<file path="config.mk">
export PLATFORM = sky130hd
export DESIGN_NAME = crc_match
export DESIGN_NICKNAME = d
export VERILOG_FILES = /design/src/rtl/core/crc_pkg.sv /design/src/rtl/core/crc_match.sv
export SDC_FILE = /design/constraint.sdc
export NUM_CORES = 1
export LEC_CHECK = 0
export BUFFER_PORTS_ARGS = -buffer_cell sky130_fd_sc_hd__buf_2
export CORE_AREA = 2 2 652 654
export DETAILED_ROUTE_END_ITERATION = 10
export DIE_AREA = 0 0 654 656
export PLACE_DENSITY = 0.3
export SYNTH_ARGS = -nofsm -noshare
export SYNTH_HDL_FRONTEND = slang
export SYNTH_SLANG_ARGS = --single-unit
</file>
<file path="constraint.sdc">
create_clock -name vclk -period 4.3
set_clock_uncertainty 0.2 [all_clocks]
set_input_delay 0.43 -clock vclk [all_inputs]
set_output_delay 0.43 -clock vclk [all_outputs]
set_load 0.02 [all_outputs]
</file>
<file path="src/rtl/core/crc_pkg.sv">
// Shared constants, types and helpers for the callsign route cache.
// No dependencies; imported by crc_match and callsign_route_cache_top.
`timescale 1ns / 1ps

package crc_pkg;

  localparam int unsigned DEF_TABLE_DEPTH = 24;
  localparam int unsigned DEF_CODE_CHARS  = 3;
  localparam int unsigned MAX_TABLE_DEPTH = 256;
  localparam int unsigned IDX_MAX_W       = $clog2(MAX_TABLE_DEPTH);

  localparam int unsigned OP_W      = 3;
  localparam int unsigned KEY_W     = 64;
  localparam int unsigned POS_W     = 32;
  localparam int unsigned SLOT_W    = 5;
  localparam int unsigned OUTCOME_W = 2;

  // Opcodes
  localparam logic [OP_W-1:0] OP_NOTE     = 3'd0;
  localparam logic [OP_W-1:0] OP_REQUEST  = 3'd1;
  localparam logic [OP_W-1:0] OP_COMPLETE = 3'd2;
  localparam logic [OP_W-1:0] OP_LOOKUP   = 3'd3;
  localparam logic [OP_W-1:0] OP_CLEAR    = 3'd4;

  // Fetch outcomes; anything other than these two counts as settled no route
  localparam logic [OUTCOME_W-1:0] OUTCOME_TRANSIENT = 2'd0;
  localparam logic [OUTCOME_W-1:0] OUTCOME_SUCCESS   = 2'd1;

  typedef enum logic [1:0] {
    ST_EMPTY    = 2'd0,
    ST_PENDING  = 2'd1,
    ST_RESOLVED = 2'd2,
    ST_NONE     = 2'd3
  } status_e;

  // Result of the associative search, one per transaction
  typedef struct packed {
    logic                 match_found;
    logic [IDX_MAX_W-1:0] match_idx;
    logic                 match_pend;
    logic                 match_res;
    logic                 pend_found;
    logic [IDX_MAX_W-1:0] pend_idx;
    logic                 slot_hit;
  } match_t;

  // Keep bytes up to the first zero byte, at most nbytes of them.
  function automatic logic [KEY_W-1:0] cut_bytes(input logic [KEY_W-1:0] v,
                                                 input int unsigned nbytes);
    logic [KEY_W-1:0] r;
    logic             live;
    r    = '0;
    live = 1'b1;
    for (int unsigned i = 0; i < KEY_W / 8; i++) begin
      if (v[8*i +: 8] == 8'h00 || i >= nbytes) begin
        live = 1'b0;
      end
      if (live) begin
        r[8*i +: 8] = v[8*i +: 8];
      end
    end
    return r;
  endfunction

endpackage

</file>
<file path="src/rtl/core/crc_match.sv">
// Parallel key compare and priority search over the table status and keys.
// Depends on crc_pkg.
`timescale 1ns / 1ps

module crc_match #(
  parameter int unsigned TABLE_DEPTH = crc_pkg::DEF_TABLE_DEPTH
) (
  input  crc_pkg::status_e             tab_stat_i [TABLE_DEPTH],
  input  logic [crc_pkg::KEY_W-1:0]    tab_key_i  [TABLE_DEPTH],
  input  logic [crc_pkg::KEY_W-1:0]    key_i,
  input  logic [crc_pkg::SLOT_W-1:0]   slot_i,
  output crc_pkg::match_t              match_o
);
  import crc_pkg::*;

  logic [TABLE_DEPTH-1:0] hit_vec;
  logic [TABLE_DEPTH-1:0] pend_vec;

  always_comb begin
    for (int unsigned i = 0; i < TABLE_DEPTH; i++) begin
      pend_vec[i] = (tab_stat_i[i] == ST_PENDING);
      hit_vec[i]  = (key_i != '0) && (tab_stat_i[i] != ST_EMPTY) &&
                    (tab_key_i[i] == key_i);
    end
  end

  // Scan downward so the lowest slot wins
  always_comb begin
    match_o = '0;
    for (int i = TABLE_DEPTH - 1; i >= 0; i--) begin
      if (hit_vec[i]) begin
        match_o.match_found = 1'b1;
        match_o.match_idx   = IDX_MAX_W'(i);
        match_o.match_pend  = pend_vec[i];
        match_o.match_res   = (tab_stat_i[i] == ST_RESOLVED);
      end
      if (pend_vec[i]) begin
        match_o.pend_found = 1'b1;
        match_o.pend_idx   = IDX_MAX_W'(i);
      end
      if ((32'(slot_i) == 32'(i)) && hit_vec[i] && pend_vec[i]) begin
        match_o.slot_hit = 1'b1;
      end
    end
  end

endmodule

</file>
# After elaboration in Yosys (flattened, before gate mapping)

Index checks and enable logic that the tools add are counted.

Multiplexer cells: 72
Reductions and logical operators: 122
Equal/unequal tests: 95

Operators with widths:

| cell               | count |
|---|---|
| $eq 64x64->1       | 24 |
| $mux 11            | 24 |
| $mux 9             | 24 |
| $logic_and 1x1->1  | 96 |
| $reduce_bool 64->1 | 1 |
| $eq 2x1->1 const B | 24 |
| $eq 2x2->1 const B | 24 |
| $reduce_bool 2->1  | 24 |
| $eq 5x4->1 const B | 8 |
| $eq 5x5->1 const B | 8 |
| $mux 1             | 24 |
| $eq 5x3->1 const B | 4 |
| $eq 5x2->1 const B | 2 |
| $eq 5x1->1 const B | 1 |
| $logic_not 5->1    | 1 |

Word-level logic and storage cells: 289
Output and inout bits: 21
Bits in registers: 0

# Depth between registers and ports, before layout

Word-level depth: 29
Mapped depth: 14

# Worst setup path before layout

No wires, ideal clock.

Path kind: input to output
Start: input key_i[48] in the netlist's numbering
End: output match_o[11] in the netlist's numbering
Arrival time: 3.825 ns
Stages: 13
Path buffers: 3
Slack: -0.155 ns
Required time: 3.670 ns
Cells stage by stage: clkbuf_1 buf_1 buf_1 xnor2_1 nand4_1 nor4_1 nand3b_1 or2_2 o211a_1 o211ai_1 a221o_1 a41oi_1 o32ai_1

RTL lines:

| element     | RTL line        | source |
|---|---|---|
| from (decl) | crc_match.sv:10 | `input logic [crc_pkg::KEY_W-1:0] key_i,` |
| to (decl)   | crc_match.sv:12 | `output crc_pkg::match_t match_o` |

==> reports/results.ini <==
[cells_and_area]
clockBufferCount=0
register_area_um2=0
n_sequential_cell=0
area_delta_synth_final_pct=135
finalNetCount=6774
utilization_pct=10.9
fillers=49700
final_cell_mix=buf_2, buf_4, xor2_1
final_common_cell=buf_2
drive_gt1_share_pct=54.7
design_area_um2=46200

[placed_design]
place_congestion=0.959
numPortBuffers=1668
postPlaceCellArea_um2=43800
pre_cts_ws_ns=-2.00
hpwlAfterDp_um=432000

[outcome]
status=finished with violations
violations=setup timing

[floorplanning]
io_pins=1674
fp.dieW_um=654
design.die.area_um2=429000
die_h_um=656
core-area_um2=422000
rows=239
start_util_pct=4.65

[worst_setup_path]
crit_fanout=5
cp_common_cell=buf_4
slowest_delay_ns=0.57
critPathLaunch=key_i[14]
start_kind=input pin
required_ns=3.67
critical_path_class=in -> out
cp-endpoint=match_o[10]
end_kind=output port
cpMaxStageDelayCell=or4_1
crit_chain=buf_4, buf_4, buf_4, xnor2_1, o221ai_1, nor4_4, buf_4, nand4_1, or4_1, buf_4, o21ai_0, o21ai_0, a32oi_1, nand4b_1, buf_6
arrival_ns=4.52

[route]
vias=35200
viasPerCell=3.22
drtIter0Drc=3483
detail-route-antenna-nets=0
first_pass_iters=5
wl_um=469000
drc_errors=0
wl_per_cell_um=43.0

[pwr]
powerDensity_nw_per_um2=119
p_leak_nw=18.9
ir_drop_v=0.0000450

[timing]
min_period_ns=5.15
slew_viol_final=0
slew_headroom_pct=38.6
fmax_ghz=0.194
grt_setup_unrepaired=true
fin_ws_ns=-0.851
hold_viol=0
tightest_slew_ns=0.918
setup_violations=9
finalCritPeriodShare_pct=120
holdWs_ns=1.32

[logic_synthesis]
yosysUniqueCellTypes=72
synth_area_per_cell_um2=7.26
seq_area_frac_synth_pct=0
netlist_area_um2=19600
synthTopCellsByArea=xor2_1, xnor2_1, nor4_1, nand4_1, o22ai_1
syn_inst=2704
netlist.area_leader.share_pct=28.4
yosysTopAreaCell=xor2_1
ys_warn_count=0

[job]
drv_cap=0

[global_routing]
grt-ovfl-total=0
track_usage_pct=20.9
grt_pass1_vias=34900
grt_max_degree=16
antenna_found_initial=356
grt_pass1_wl_um=542000

[min_path]
hp-class=in -> out

## through the flow
stage / power [W] / cells / setup TNS (ns)
floorplan: 0.00153 / 2709 / 0
global placement: 0.00543 / 10700 / -14.64
detailed placement: 0.00539 / 10700 / -14.00
CTS: 0.00554 / 10800 / -5.87
global route: 0.00571 / 10900 / -5.51
finish: 0.00549 / 10900 / -4.75
## cell families (layout without fill, tap and decap cells)
| family | Yosys count | after routing | synth area share [%] |
|---|---|---|---|
| XOR/XNOR | 1249 | 1249 | 55.8 |
| AO/OA/AOI/OAI | 374 | 374 | 14.6 |
| multiplexers | 5 | 5 | 0.261 |
| AND/OR/NAND/NOR | 749 | 749 | 22.7 |
| buffers and inverters | 326 | 2736 | 6.59 |
| other | 1 | 147 | 0.0191 |
## synthesized netlist by cell type, types with 21 or more instances
master	count
xor2_1	637
a21oi_1	22
nor3_1	32
a221oi_1	29
a22o_1	35
o22ai_1	81
o221ai_1	29
buf_1	76
nor4_1	234
nor2b_1	21
xnor2_1	611
nand4_1	200
nand2b_1	53
nand3_1	41
clkbuf_1	99
nand2_1	46
inv_1	107
o21ai_0	27
o2bb2ai_1	52
or4_1	24
nor2_1	46
## where the power goes
group	internal, W	total, W	switching [W]
logic	0.00217	0.00549	0.00331
clock network	0.00000000348	0.00000000348	0
registers	0	0	0
total	0.00217	0.00549	0.00331
## worst max-delay path: cells and delay by family
family                    cells  cell delay, ns
and+or+nand+nor               4            1.61
buffers and inverters         6            1.21
AOI/OAI and AO/OA             4            0.81
xor gates and xnor gates      1            0.44
## layout make-up
class	count	area (um^2)	area share [%]
Inverter	120	487	1.05
Tap cell	5663	7090	15.3
Timing Repair Buffer	2616	18600	40.2
Multi-Input combinational cell	2383	19700	42.6
Antenna cell	141	353	0.763
## worst min path at each step
stage                          from         end  depth (start not counted)
after CTS                 slot_i[3]  match_o[0]                          5
after global placement    slot_i[3]  match_o[0]                          5
after global routing      slot_i[3]  match_o[0]                          5
after floorplan           slot_i[3]  match_o[0]                          2
after detailed placement  slot_i[3]  match_o[0]                          5
final                     slot_i[3]  match_o[0]                          5
## repair_timing
| action | CTS | global route |
|---|---|---|
| hold buffers | 0 | 0 |
| pin swaps | 48 | 57 |
| setup buffers | 33 | 20 |
| gates resized for setup | 173 | 110 |
| setup endpoints to repair | 9 | 9 |
## routing by layer
layer  vias to the layer above  wire length [um]  global-route usage [%]
li1                      14700                 -                       -
met1                     17300            193000                    25.7
met2                      2326            228000                    37.0
met3                       702             30900                    4.22
met4                       168             15900                    4.75
met5                         -              1110                       0
Note: power is estimated with default switching activity, not from simulation.
